$ cat config.mk
export PLATFORM = sky130hd
export DESIGN_NAME = bidt_res_queue
export DESIGN_NICKNAME = d
export VERILOG_FILES = /design/src/hdl/bidt_pkg.sv /design/src/hdl/bidt_res_queue.sv
export SDC_FILE = /design/constraint.sdc
export NUM_CORES = 1
export LEC_CHECK = 0
export BUFFER_PORTS_ARGS = -buffer_cell sky130_fd_sc_hd__buf_2
export CAP_MARGIN = 20
export CORE_MARGIN = 2
export CORE_UTILIZATION = 45
export DETAILED_ROUTE_END_ITERATION = 10
export PLACE_DENSITY = 0.7
export SLEW_MARGIN = 0
export SYNTH_ARGS = -nofsm -noshare
export SYNTH_HDL_FRONTEND = slang
export SYNTH_SLANG_ARGS = --single-unit
$ cat constraint.sdc
create_clock -name clk -period 11.9 [get_ports clk]
set_clock_uncertainty 0.1 [all_clocks]
set_input_delay 2.38 -clock clk [delete_from_list [all_inputs] [get_ports clk]]
set_output_delay 2.38 -clock clk [all_outputs]
set_load 0.02 [all_outputs]
$ cat src/hdl/bidt_pkg.sv
// bidt_pkg: shared types, codes and sizes of the bidirectional id/handle table
// used by every module under hdl/ but bidt_ram, depends on nothing
`timescale 1ns / 1ps

package bidt_pkg;

  localparam int unsigned TABLE_DEPTH = 64;
  localparam int unsigned IDX_W       = $clog2(TABLE_DEPTH);

  localparam logic [IDX_W-1:0] IDX_ZERO = '0;
  localparam logic [IDX_W-1:0] IDX_ONE  = IDX_W'(1);
  localparam logic [IDX_W-1:0] LAST_IDX = IDX_W'(TABLE_DEPTH - 1);

  // command codes on the input item
  localparam logic [2:0] CMD_BIND        = 3'd0;
  localparam logic [2:0] CMD_FIND_ID     = 3'd1;
  localparam logic [2:0] CMD_FIND_HANDLE = 3'd2;
  localparam logic [2:0] CMD_REMOVE      = 3'd3;
  localparam logic [2:0] CMD_DRAIN       = 3'd4;
  localparam logic [2:0] CMD_CLEAR       = 3'd5;

  // status codes on the result item
  localparam logic [2:0] ST_OK       = 3'd0;
  localparam logic [2:0] ST_INVALID  = 3'd1;
  localparam logic [2:0] ST_CONFLICT = 3'd2;
  localparam logic [2:0] ST_MISSING  = 3'd3;
  localparam logic [2:0] ST_FULL     = 3'd4;

  typedef struct packed {
    logic        [2:0]  command;
    logic        [63:0] net_id;
    logic signed [31:0] local_handle;
  } in_item_t;

  typedef struct packed {
    logic        [2:0]  status;
    logic signed [31:0] found_handle;
    logic        [63:0] found_id;
    logic               last;
  } out_item_t;

  // operation class decided by the front end
  typedef enum logic [2:0] {
    OP_BIND,
    OP_FIND_ID,
    OP_FIND_HANDLE,
    OP_REMOVE,
    OP_DRAIN,
    OP_CLEAR,
    OP_REJECT
  } op_t;

  typedef struct packed {
    op_t                op;
    logic        [63:0] net_id;
    logic signed [31:0] local_handle;
  } cq_item_t;

  typedef struct packed {
    logic        [63:0] net_id;
    logic signed [31:0] local_handle;
  } slot_t;

  localparam int unsigned SLOT_W = $bits(slot_t);

  typedef enum logic [2:0] {
    ENG_IDLE,
    ENG_SCAN,
    ENG_CHECK,
    ENG_FINISH,
    ENG_EMIT
  } eng_state_t;

endpackage

$ cat src/hdl/bidt_res_queue.sv
// bidt_res_queue: two-entry result queue between the engine and the result ports
// depends on bidt_pkg
`timescale 1ns / 1ps

module bidt_res_queue (
  input  logic                clk,
  input  logic                rst_n,
  input  logic                res_push,
  input  bidt_pkg::out_item_t res_item,
  output logic                res_full,
  output logic                out_empty,
  input  logic                out_pop,
  output bidt_pkg::out_item_t out_item
);

  localparam int unsigned RQ_DEPTH = 2;
  localparam int unsigned RQ_PTR_W = $clog2(RQ_DEPTH);
  localparam int unsigned RQ_CNT_W = $clog2(RQ_DEPTH + 1);
  localparam logic [RQ_PTR_W-1:0] PTR_ONE = RQ_PTR_W'(1);
  localparam logic [RQ_CNT_W-1:0] CNT_ONE = RQ_CNT_W'(1);
  localparam logic [RQ_CNT_W-1:0] CNT_MAX = RQ_CNT_W'(RQ_DEPTH);

  bidt_pkg::out_item_t q_r [RQ_DEPTH];
  logic [RQ_PTR_W-1:0] wr_ptr_r, wr_ptr_nxt;
  logic [RQ_PTR_W-1:0] rd_ptr_r, rd_ptr_nxt;
  logic [RQ_CNT_W-1:0] count_r, count_nxt;
  logic                put;
  logic                take;

  assign res_full  = (count_r == CNT_MAX);
  assign out_empty = (count_r == '0);
  assign out_item  = q_r[rd_ptr_r];
  assign put       = res_push && !res_full;
  assign take      = out_pop && !out_empty;

  always_comb begin
    wr_ptr_nxt = put ? wr_ptr_r + PTR_ONE : wr_ptr_r;
    rd_ptr_nxt = take ? rd_ptr_r + PTR_ONE : rd_ptr_r;
    count_nxt  = count_r;
    if (put && !take) begin
      count_nxt = count_r + CNT_ONE;
    end else if (take && !put) begin
      count_nxt = count_r - CNT_ONE;
    end
  end

  always_ff @(posedge clk) begin
    if (!rst_n) begin
      wr_ptr_r <= '0;
      rd_ptr_r <= '0;
      count_r  <= '0;
    end else begin
      wr_ptr_r <= wr_ptr_nxt;
      rd_ptr_r <= rd_ptr_nxt;
      count_r  <= count_nxt;
    end
  end

  always_ff @(posedge clk) begin
    if (put) begin
      q_r[wr_ptr_r] <= res_item;
    end
  end

endmodule

Word level (Yosys, flattened, before mapping)
Memory sizes are Yosys's and may differ from the RTL's. A register that Yosys moved wholly into a read port is not among the register bits. Cells that the tools add are included.

Register bits after elaboration: 4. Bits in latches: 0. RAM bits: 200. Bits in read-only memories: 0. Bits of input ports: 104. Output and inout port bits: 102. Word-level logic and storage cells: 25. Memories kept: 1.

Add/subtract/negate cells: 4. Multiply operators: 0. Div/mod/pow operators: 0. Magnitude comparators: 0. Equal/unequal tests: 1. Shift-type cells: 0. Multiplexer cells: 6. Bitwise logic cells: 0. Reductions and logical operators: 10.

Memory list: q_r (depth 2, bits a word 100, read ports 1, clocked after Yosys merged registers in 1, write ports 1, line bidt_res_queue.sv:23) `bidt_pkg::out_item_t q_r [RQ_DEPTH];`.

Operators by type and width (count): $logic_and A1 B1 Y1 (4); $logic_not A1 Y1 (4); $mux W1 (4); $mux W2 (2); $add A1 B1 Y1 const B (2); $add A2 B1 Y2 const B (1); $eq A2 B2 Y1 const B (1); $logic_not A2 Y1 (1); $reduce_bool A2 Y1 (1); $sub A2 B1 Y2 const B (1).

Depth between registers and ports, before layout
Depth after elaboration: 7. Gate-level depth with buffers: 7. Gate-level depth less buffers: 7.

Worst setup path before layout
OpenSTA, ideal clock, no wires.

Path type: input-to-reg. Start point: input port res_push. End point: memory q_r[0][0] (netlist name) (enable). Library setup time: 0.542 ns. Arrival: 6.333 ns. Data required time: 11.258 ns. Setup slack: 4.925 ns. Stages on the path: 2. Buffers on the path: 0. Path through: inv_1 -> nor3_2.

Cells in the longest elaborated chain, start to end: 3.

RTL lines: from (decl) (line bidt_res_queue.sv:8) `input logic res_push,`; $logic_and A1 B1 Y1 (line bidt_res_queue.sv:33) `assign put = res_push && !res_full;`; $mux W1 (line bidt_res_queue.sv:60) `if (put) begin`; $mux W1 (not written as such) (line bidt_res_queue.sv:61) `q_r[wr_ptr_r] <= res_item;`; to (decl) (line bidt_res_queue.sv:23).

No other way between the ends.

==> impl_metrics.yaml <==
setup_path:
  crit_type: "register to output port"
  critPathLaunchType: "register"
  critPathRequiredTime_ps: 9420
  worstSetupEndpointType: "output port"
  arrival_ps: 2560
  critPathMaxFanout: 53
drt:
  routed_wl_mm: 13.7
  drt_iter0_markers: 181
  dr.pass1.iters: 4
  vias_per_cell: 4.86
  drc: 0
  ant_nets: 0
  wl_per_cell_microns: 17.3
  vias: 3847
power:
  power.internal_mw: 1.47
  power.density_mw_per_mm2: 223
  clock_power_share_pct: 28.4
  power.switching_mw: 0.618
  power_frac_comb_pct: 25.8
  peakVddDrop_v: 0.000138
  switching_share_pct: 29.7
  p_leak_nw: 3.47
  sequentialPowerShare_pct: 45.8
sta:
  rsz0062_at_grt: "false"
  maxSlewHeadroom_pct: 51.8
  period_needed_ps: 5040
  worst_slew_pin_slew_ps: 723
  finalCritPeriodShare_pct: 42.4
  hold_viol: 0
  fmax_ghz: 0.198
  finalSetupViolations: 0
  fin_tns_setup_ps: 0
  slew_violations: 0
yosys:
  avgSynthCellArea_sq_um: 22.2
  synth_flop_cell: "edfxtp_1"
  yosysUniqueCellTypes: 21
  synth_top_area_share_pct: 80.7
  syn_nets: 441
  synthTopCellsByArea: "edfxtp_1 (81%), mux2_2 (15%), dfxtp_1 (1.3%)"
  async_flop_share_pct: 0
  synth_seq_cells: 205
  synth_cells: 336
  ys_seq_area_share_pct: 82.0
  synth_most_common_cell: "edfxtp_1"
  netlist_area_sq_mm: 0.00745
  synth_top_area_cell: "edfxtp_1"
  yosysWarnings: 0
  synth-edff-count: 200
  synth_common_cells: "edfxtp_1 (200), mux2_2 (100), buf_4 (10), dfxtp_1 (5), and2_1 (3)"
clock_tree:
  cts.sinks: 205
  tritoncts: "yes"
  htreeDepth: 1
  ctsHoldBuffers: 0
  clockBufferDepth: 3
  cts_resized: 0
  clock_latency_ps: 480
  cts_buffers: 21
  cts-root-buf: "clkbuf_16"
  clkTransAtPathRegs_ps: 60
  post-cts-setup-buffers: 0
floorplanning:
  die_y_microns: 133
  initial_core_util_pct: 45.5
  die_x_microns: 133
  die-area_sq_mm: 0.0176
  pin_count: 206
  rows: 47
  coreArea_sq_mm: 0.0163
global_route:
  grt_pass1_wl_mm: 21.3
  antenna_found_initial: 0
  grt_use_total_pct: 15.2
  grt_max_degree: 54
  gr-total-overflow: 0
  grt_pass1_vias: 4139
finish:
  final_core_util_pct: 57.1
  instances_no_fill: 792
  num_antenna_cells: 0
  drive_gt1_share_pct: 60.0
  nFillCells: 1316
  area_delta_synth_final_pct: 25.4
  fin_nets: 662
placement:
  port_buffers: 205
  place_congestion: 0.690
  dpl.cell_count: 754
  hpwl_mm: 8.89
min_path:
  hp-class: "register to register"
flow_run:
  drv_cap: 0
status:
  status: "complete, no violations"
-- through the flow --
| step | worst slack [ps] | hold WS [ps] | power [mW] | cell area [sq um] |
|---|---|---|---|---|
| 2_1_floorplan | 4930 | 383 | 1.35 | 7450 |
| 3_5_place_dp | 7330 | 417 | 1.51 | 8710 |
| 5_1_grt | 6680 | 462 | 2.18 | 9340 |
| 3_3_place_gp | 7340 | 400 | 1.50 | 8710 |
| 6_report | 6860 | 432 | 2.08 | 9340 |
| 4_1_cts | 6780 | 426 | 2.11 | 9340 |
-- critical path, stage by stage (launching register included) --
cell and delay [ps]:
dfxtp_4 760, buf_4 690, mux2_2 420, buf_2 160
-- power by group through the flow --
stage	Sequential [mW]	Combinational, mW	Clock (mW)
final	0.954	0.538	0.591
after global placement	0.965	0.537	0
after detailed placement	0.970	0.544	0
after global routing	0.965	0.574	0.639
after CTS	0.956	0.547	0.608
after floorplan	0.949	0.402	0
-- cell type report --
class                           count  area (sq um)  share of cell area (%)
Clock buffer                       28           572                    6.12
Clock inverter                     10          55.1                   0.589
Inverter                            2          7.51                  0.0804
Multi-Input combinational cell    118          1260                    13.5
Sequential cell                   205          6110                    65.4
Tap cell                          220           275                    2.95
Timing Repair Buffer              209          1060                    11.3
-- cells in the final DEF (no fill, tap or decap) --
cell type,n
o21ai_1,1
o21a_1,1
a21boi_0,1
and2_1,3
inv_6,1
inv_2,1
nor2_1,2
a21boi_1,1
clkbuf_16,21
xor2_1,1
dfxtp_1,4
clkbuf_8,2
or3_1,1
xnor2_1,2
nand2b_1,1
dfxtp_4,1
mux2_2,100
o21ai_0,1
ha_1,1
clkinvlp_4,2
buf_4,4
clkinv_1,3
nor3_4,1
buf_2,205
clkbuf_1,5
and3_4,1
clkinv_2,4
edfxtp_1,200
inv_1,1
-- metal layers --
layer	part of all wire [%]	GRT usage, %	routed length, microns
met5	0	0	0
met2	51	27.0	7040
met4	1.8	4.42	241
met3	7.4	4.10	1020
met1	40	18.4	5440
-- worst paths after layout --
kind / from / to / cells past startpoint / slack, ps
setup reg to reg: count_r[0] / q_r[1][2] / 3 / 9430
hold / removal: count_r[1] / count_r[1] / 2 / 430
hold reg to reg: count_r[1] / count_r[1] / 2 / 430
setup / recovery: register / out_item[23] / 3 / 6860
-- cell families (layout without fill, tap and decap cells) --
group	count (synthesis)	count (layout)	synth area share [%]
AOI/OAI and AO/OA	5	5	0.437
xor gates and xnor gates	3	3	0.353
adders and majority gates	1	1	0.168
buffers and inverters	13	249	1.18
DFF	205	205	82.0
muxes	100	100	15.1
and+or+nand+nor	9	9	0.740
-- sequential cells by signal (all words and copies together) (netlist names), named ones only --
register,flops
rd_ptr_r,1
wr_ptr_r,1
q_r,200
count_r,2
Power figures use the tool's default switching activity.
