## src/hdl/bidt_pkg.sv

```systemverilog
// bidt_pkg: shared types, codes and sizes of the bidirectional id/handle table
// used by every module under hdl/ but bidt_ram, depends on nothing
`timescale 1ns / 1ps

package bidt_pkg;

  localparam int unsigned TABLE_DEPTH = 64;
  localparam int unsigned IDX_W       = $clog2(TABLE_DEPTH);

  localparam logic [IDX_W-1:0] IDX_ZERO = '0;
  localparam logic [IDX_W-1:0] IDX_ONE  = IDX_W'(1);
  localparam logic [IDX_W-1:0] LAST_IDX = IDX_W'(TABLE_DEPTH - 1);

  // command codes on the input item
  localparam logic [2:0] CMD_BIND        = 3'd0;
  localparam logic [2:0] CMD_FIND_ID     = 3'd1;
  localparam logic [2:0] CMD_FIND_HANDLE = 3'd2;
  localparam logic [2:0] CMD_REMOVE      = 3'd3;
  localparam logic [2:0] CMD_DRAIN       = 3'd4;
  localparam logic [2:0] CMD_CLEAR       = 3'd5;

  // status codes on the result item
  localparam logic [2:0] ST_OK       = 3'd0;
  localparam logic [2:0] ST_INVALID  = 3'd1;
  localparam logic [2:0] ST_CONFLICT = 3'd2;
  localparam logic [2:0] ST_MISSING  = 3'd3;
  localparam logic [2:0] ST_FULL     = 3'd4;

  typedef struct packed {
    logic        [2:0]  command;
    logic        [63:0] net_id;
    logic signed [31:0] local_handle;
  } in_item_t;

  typedef struct packed {
    logic        [2:0]  status;
    logic signed [31:0] found_handle;
    logic        [63:0] found_id;
    logic               last;
  } out_item_t;

  // operation class decided by the front end
  typedef enum logic [2:0] {
    OP_BIND,
    OP_FIND_ID,
    OP_FIND_HANDLE,
    OP_REMOVE,
    OP_DRAIN,
    OP_CLEAR,
    OP_REJECT
  } op_t;

  typedef struct packed {
    op_t                op;
    logic        [63:0] net_id;
    logic signed [31:0] local_handle;
  } cq_item_t;

  typedef struct packed {
    logic        [63:0] net_id;
    logic signed [31:0] local_handle;
  } slot_t;

  localparam int unsigned SLOT_W = $bits(slot_t);

  typedef enum logic [2:0] {
    ENG_IDLE,
    ENG_SCAN,
    ENG_CHECK,
    ENG_FINISH,
    ENG_EMIT
  } eng_state_t;

endpackage

```

## src/hdl/bidt_front.sv

```systemverilog
// bidt_front: accepts input items, classifies the command, holds a two-entry command queue
// depends on bidt_pkg
`timescale 1ns / 1ps

module bidt_front (
  input  logic                clk,
  input  logic                rst_n,
  input  logic                in_push,
  input  bidt_pkg::in_item_t  in_item,
  output logic                in_full,
  input  logic                cq_pop,
  output logic                cq_valid,
  output bidt_pkg::cq_item_t  cq_item
);

  localparam int unsigned CQ_DEPTH = 2;
  localparam int unsigned CQ_PTR_W = $clog2(CQ_DEPTH);
  localparam int unsigned CQ_CNT_W = $clog2(CQ_DEPTH + 1);
  localparam logic [CQ_PTR_W-1:0] PTR_ONE = CQ_PTR_W'(1);
  localparam logic [CQ_CNT_W-1:0] CNT_ONE = CQ_CNT_W'(1);
  localparam logic [CQ_CNT_W-1:0] CNT_MAX = CQ_CNT_W'(CQ_DEPTH);

  function automatic bidt_pkg::op_t classify(bidt_pkg::in_item_t it);
    logic id_ok;
    bidt_pkg::op_t op;
    id_ok = (it.net_id[63:32] != 32'd0) && (it.net_id[31:0] != 32'd0);
    case (it.command)
      bidt_pkg::CMD_BIND: begin
        op = (id_ok && (it.local_handle != 32'sd0)) ? bidt_pkg::OP_BIND
                                                    : bidt_pkg::OP_REJECT;
      end
      bidt_pkg::CMD_FIND_ID:     op = bidt_pkg::OP_FIND_ID;
      bidt_pkg::CMD_FIND_HANDLE: op = bidt_pkg::OP_FIND_HANDLE;
      bidt_pkg::CMD_REMOVE:      op = bidt_pkg::OP_REMOVE;
      bidt_pkg::CMD_DRAIN:       op = bidt_pkg::OP_DRAIN;
      bidt_pkg::CMD_CLEAR:       op = bidt_pkg::OP_CLEAR;
      default:                   op = bidt_pkg::OP_REJECT;
    endcase
    return op;
  endfunction

  bidt_pkg::cq_item_t    q_r [CQ_DEPTH];
  logic [CQ_PTR_W-1:0]   wr_ptr_r, wr_ptr_nxt;
  logic [CQ_PTR_W-1:0]   rd_ptr_r, rd_ptr_nxt;
  logic [CQ_CNT_W-1:0]   count_r, count_nxt;
  logic                  accept;
  logic                  take;
  bidt_pkg::cq_item_t    new_item;

  assign in_full  = (count_r == CNT_MAX);
  assign cq_valid = (count_r != '0);
  assign cq_item  = q_r[rd_ptr_r];
  assign accept   = in_push && !in_full;
  assign take     = cq_pop && cq_valid;

  always_comb begin
    new_item.op           = classify(in_item);
    new_item.net_id       = in_item.net_id;
    new_item.local_handle = in_item.local_handle;
  end

  always_comb begin
    wr_ptr_nxt = accept ? wr_ptr_r + PTR_ONE : wr_ptr_r;
    rd_ptr_nxt = take ? rd_ptr_r + PTR_ONE : rd_ptr_r;
    count_nxt  = count_r;
    if (accept && !take) begin
      count_nxt = count_r + CNT_ONE;
    end else if (take && !accept) begin
      count_nxt = count_r - CNT_ONE;
    end
  end

  always_ff @(posedge clk) begin
    if (!rst_n) begin
      wr_ptr_r <= '0;
      rd_ptr_r <= '0;
      count_r  <= '0;
    end else begin
      wr_ptr_r <= wr_ptr_nxt;
      rd_ptr_r <= rd_ptr_nxt;
      count_r  <= count_nxt;
    end
  end

  always_ff @(posedge clk) begin
    if (accept) begin
      q_r[wr_ptr_r] <= new_item;
    end
  end

endmodule

```

## config.mk

```make
export PLATFORM = sky130hd
export DESIGN_NAME = bidt_front
export DESIGN_NICKNAME = d
export VERILOG_FILES = /design/src/hdl/bidt_pkg.sv /design/src/hdl/bidt_front.sv
export SDC_FILE = /design/constraint.sdc
export NUM_CORES = 1
export LEC_CHECK = 0
export BUFFER_PORTS_ARGS = -buffer_cell sky130_fd_sc_hd__buf_2
export CAP_MARGIN = 10
export CELL_PAD_IN_SITES_DETAIL_PLACEMENT = 0
export CELL_PAD_IN_SITES_GLOBAL_PLACEMENT = 1
export CORE_ASPECT_RATIO = 0.7
export CORE_MARGIN = 4
export CORE_UTILIZATION = 47
export DETAILED_ROUTE_END_ITERATION = 7
export PLACE_DENSITY_LB_ADDON = 0.3
export SETUP_SLACK_MARGIN = 0.2
export SKIP_CTS_REPAIR_TIMING = 1
export SLEW_MARGIN = 20
export SYNTH_ARGS = -nofsm -noshare
export SYNTH_HDL_FRONTEND = slang
export SYNTH_SLANG_ARGS = --single-unit
```

## constraint.sdc

```tcl
create_clock -name clk -period 10.7 [get_ports clk]
set_clock_uncertainty 0.15 [all_clocks]
set_input_delay 2.675 -clock clk [delete_from_list [all_inputs] [get_ports clk]]
set_output_delay 2.675 -clock clk [all_outputs]
set_load 0.02 [all_outputs]
```

======== After elaboration in Yosys (flattened, before gate mapping) ========
Memory sizes are Yosys's and may differ from the RTL's. A register that Yosys moved wholly into a read port is not among the register bits.
Cells that the tools add are included.
word-level totals
  RAM bits ................................ 198
  memories kept ........................... 1
  register bits after elaboration ......... 4
operators by class
  equal/unequal tests ..................... 6
  reduce and logical (&&, ||, !) cells .... 15
  add/sub/neg operators ................... 4
  muxes and demuxes ....................... 8
memory list
  name  depth  width  rd ports  clocked after memory_dff  write ports  RTL line          source
  q_r   2      99     1         1                         1            bidt_front.sv:42  bidt_pkg::cq_item_t q_r [CQ_DEPTH];
operators by type and width
  operator                                                                count
  32-bit nonzero test                                                     3
  3-bit one-hot mux with 6 select lines                                   1
  3-bit by 2-bit equality test with 1-bit output (second input constant)  2
  3-bit equality test (second input constant)                             2
  1-bit logical AND                                                       6
  1-bit 2-to-1 mux                                                        4
  2-bit 2-to-1 mux                                                        2
  2-bit nonzero test                                                      2
  3-bit by 1-bit equality test with 1-bit output (second input constant)  1
  1-bit logical NOT                                                       3
  3-bit logical NOT                                                       1
  3-bit 2-to-1 mux                                                        1
  1-bit adder (second input constant)                                     2
  2-bit by 1-bit adder with 2-bit output (second input constant)          1
  2-bit equality test (second input constant)                             1
  2-bit by 1-bit subtractor with 2-bit output (second input constant)     1

======== Logic depth before layout (Yosys ltp) ========
  depth after elaboration ................. 7
  mapped depth ............................ 7
  mapped depth without buffers ............ 7

======== Worst setup path after synthesis ========
Ideal clock, no wire load.
  path type ............................... input port to flip-flop
  start ................................... input port in_push
  end ..................................... memory q_r[0][0] (netlist bit), enable pin
  arrival ................................. 6,893 ps
  buffers on the path ..................... 0
  setup slack ............................. 3,098 ps
  cell stages on the path ................. 2
  cell sequence ........................... nand2_1 nor2_1
on the way
  longest elaborated chain between the ends .. 3
RTL lines
  element                                 RTL line          source
  start: declaration                      bidt_front.sv:8   input logic in_push,
  1-bit logical AND                       bidt_front.sv:53  assign accept = in_push && !in_full;
  1-bit 2-to-1 mux                        bidt_front.sv:86  if (accept) begin
  1-bit 2-to-1 mux (implied by the code)  bidt_front.sv:87  q_r[wr_ptr_r] <= new_item;
  end: declaration                        bidt_front.sv:42
No other way between the ends.

==> flow_summary.yaml <==
power:
  pwr-share-comb_pct: 25.2
  switching_share_pct: 28.9
  internal-power_mw: 1.66
  ir_worst_vdd_mv: 0.116
  pwr-share-clk_pct: 30.0
  seqPwrFrac_pct: 44.8
  p_leak_nw: 3.49
  cellPowerDensity_mw_per_mm2: 246
  p_sw_uw: 674
place:
  preCtsSetupSlack_ns: 5.78
  dp_hpwl_mm: 10.6
  gp_congestion: 0.776
  placed_cells: 768
  port-buffer-count: 203
cts:
  htree_levels: 1
  cts_made_buffers: 20
  clk_latency_ns: 0.47
  max-clock-path-buffers: 3
  clock-root-buffer: "clkbuf_16"
  tritoncts: "built"
  cts.sinks: 203
  clkTransAtPathRegs_ns: 0.06
synth:
  synth_xor_area_share_pct: 0.346
  async_reset_ff_share_pct: 0
  synth_nets: 476
  ys_warn_count: 0
  synth-edff-count: 198
  yosysTopAreaCell: "edfxtp_1"
  ys_top_cells_by_area: "edfxtp_1 (78%), mux2_2 (15%), nor4_1 (2.0%), dfxtp_1 (1.3%), buf_2 (0.59%)"
  synth_top_family_by_area: "multiplexers"
  synth_cell_type_count: 23
  yosysTopAreaCellShare_pct: 78.3
  synthAdderAreaFrac_pct: 0.165
  synth-simple-area-share_pct: 3.49
  avgSynthCellArea_um2: 20.4
  synth_ff_type: "edfxtp_1"
  yosysMostFrequentCell: "edfxtp_1"
  synth_area_mm2: 0.00759
  seq_area_frac_synth_pct: 79.7
  ys_ff_latch: 203
  syn_inst: 372
  synth_common_cells: "edfxtp_1 (198), mux2_2 (99), nor4_1 (24)"
  synth_compound_area_share_pct: 0.561
  synthMuxAreaShare_pct: 14.7
worst_setup_path:
  crit_path_end_kind: "primary output"
  slowest_delay_ns: 0.81
  cpLargestDelayFamily: "flip-flops"
  critical_path_arrival_ns: 2.53
  startpoint_type: "flop"
  critPathRequiredTime_ns: 7.88
  path_cells: "buf_4 -> mux2_2 -> buf_2"
  crit_fanout: 53
  critPathKind: "flop to primary output"
  path_buf_inv: 2
  crit_slowest_cell: "dfxtp_4"
sta:
  max_slew.worst_pin.slew_ns: 0.739
  fmax_mhz: 187
  worst_slack_ns: 5.35
  maxSlewViolCount: 0
  rsz0062_at_grt: "false"
  whs_ns: 0.356
  setup-violations-final: 0
  relSlewSlack_pct: 50.7
  fin_crit_ns: 5.35
  fin_crit_sh_pct: 50.0
  fin_setup_tns_ns: 0
  hold_viol_final: 0
floorplanning:
  die-area_mm2: 0.0183
  start_util_pct: 48.5
  num_io_pins: 204
  die_width_um: 160
  die_h_um: 114
  rows: 38
  design.core.area_mm2: 0.0156
grt:
  grt_antenna_before_repair: 1
  grt_max_degree: 54
  overflow: 0
  grt_pass1_vias: 4337
  track_usage_pct: 16.6
  grt_pass1_wl_mm: 23.8
detailed_routing:
  drc: 0
  wirelength_mm: 15.7
  first_iter_violations: 221
  routed-via-count: 4137
  vias_per_cell: 5.16
  ant_nets: 0
  dr.pass1.iters: 6
  wl_per_cell_um: 19.6
min_path:
  hold_path.class: "flop to flop"
cells_and_area:
  drive_gt1_share_pct: 55.9
  antenna_cells: 0
  layout.nets: 694
  area_growth_pct: 25.1
  finalNonFillerCells: 801
job:
  max-cap-violations: 0
run_status:
  outcome: "finished clean"
## worst min-delay path, delay by kind of cell, from the launching register on
family,cells,cell delay (ns)
flops,1,0.32
compound gates,2,0.14
## worst paths after layout
path / start / end / slack, ns / cells past startpoint
setup / recovery: flop / cq_item[59] / 5.35 / 3
hold / removal: count_r[1] / count_r[1] / 0.36 / 2
setup reg to reg: count_r[0] / q_r[1][30] / 8.23 / 3
hold reg to reg: count_r[1] / count_r[1] / 0.36 / 2
## cells in the final DEF, fill, tap and decap left out
master	count
buf_2	203
edfxtp_1	198
mux2_2	99
nor4_1	24
clkbuf_16	21
nand4_1	6
inv_1	4
and2_1	4
clkinv_1	4
dfxtp_1	4
buf_4	4
nor2_1	3
bufinv_16	3
nand2_1	2
a21boi_0	2
o31ai_1	2
xnor2_1	2
clkbuf_1	2
clkinv_2	2
nand2b_1	1
nor3_1	1
or2_1	1
and3_4	1
nor2_4	1
o21a_1	1
xor2_1	1
o21ai_0	1
or3_1	1
ha_1	1
dfxtp_4	1
clkinv_4	1
## layer usage
metal | share of wire [%] | vias up | GRT usage [%]
li1 | - | 1943 | -
met5 | 0.045 | - | 0
met3 | 7.7 | 22 | 5.18
met4 | 1.5 | 2 | 3.44
met1 | 45 | 2010 | 23.2
met2 | 45 | 160 | 26.2
## registers in the layout (all words and copies together), names as in the netlist, named ones only
name and count:
count_r 2, q_r 198, rd_ptr_r 1, wr_ptr_r 1
## stage by stage
step,area [um^2],total power [mW],utilization [%]
after floorplan,7590,1.46,-
after global placement,8830,1.65,56.5
after detailed placement,8830,1.66,56.5
after CTS,9490,2.36,60.7
after global routing,9490,2.43,60.7
final,9490,2.33,60.7
## power groups by stage
stage	clock, mW	sequential [mW]	combinational, mW
2_1_floorplan	0	1.04	0.425
3_3_place_gp	0	1.06	0.588
3_5_place_dp	0	1.06	0.592
4_1_cts	0.717	1.05	0.596
5_1_grt	0.746	1.06	0.630
6_report	0.700	1.04	0.586
## area by class of cell
type / count / area, um^2
tap: 200 / 250
clock buffer: 23 / 533
timing repair buffer: 207 / 1050
clock inverter: 10 / 124
inverter: 4 / 15.0
multi-input combinational: 154 / 1470
fill: 1178 / 6150
sequential: 203 / 6050
## cell families after synthesis
kind of cell / count (synthesis)
muxes: 99
xor gates and xnor gates: 3
buffers and inverters: 15
and+or+nand+nor: 45
adders and majority gates: 1
AOI/OAI and AO/OA: 6
DFF: 203
Power figures use the tool's default switching activity.
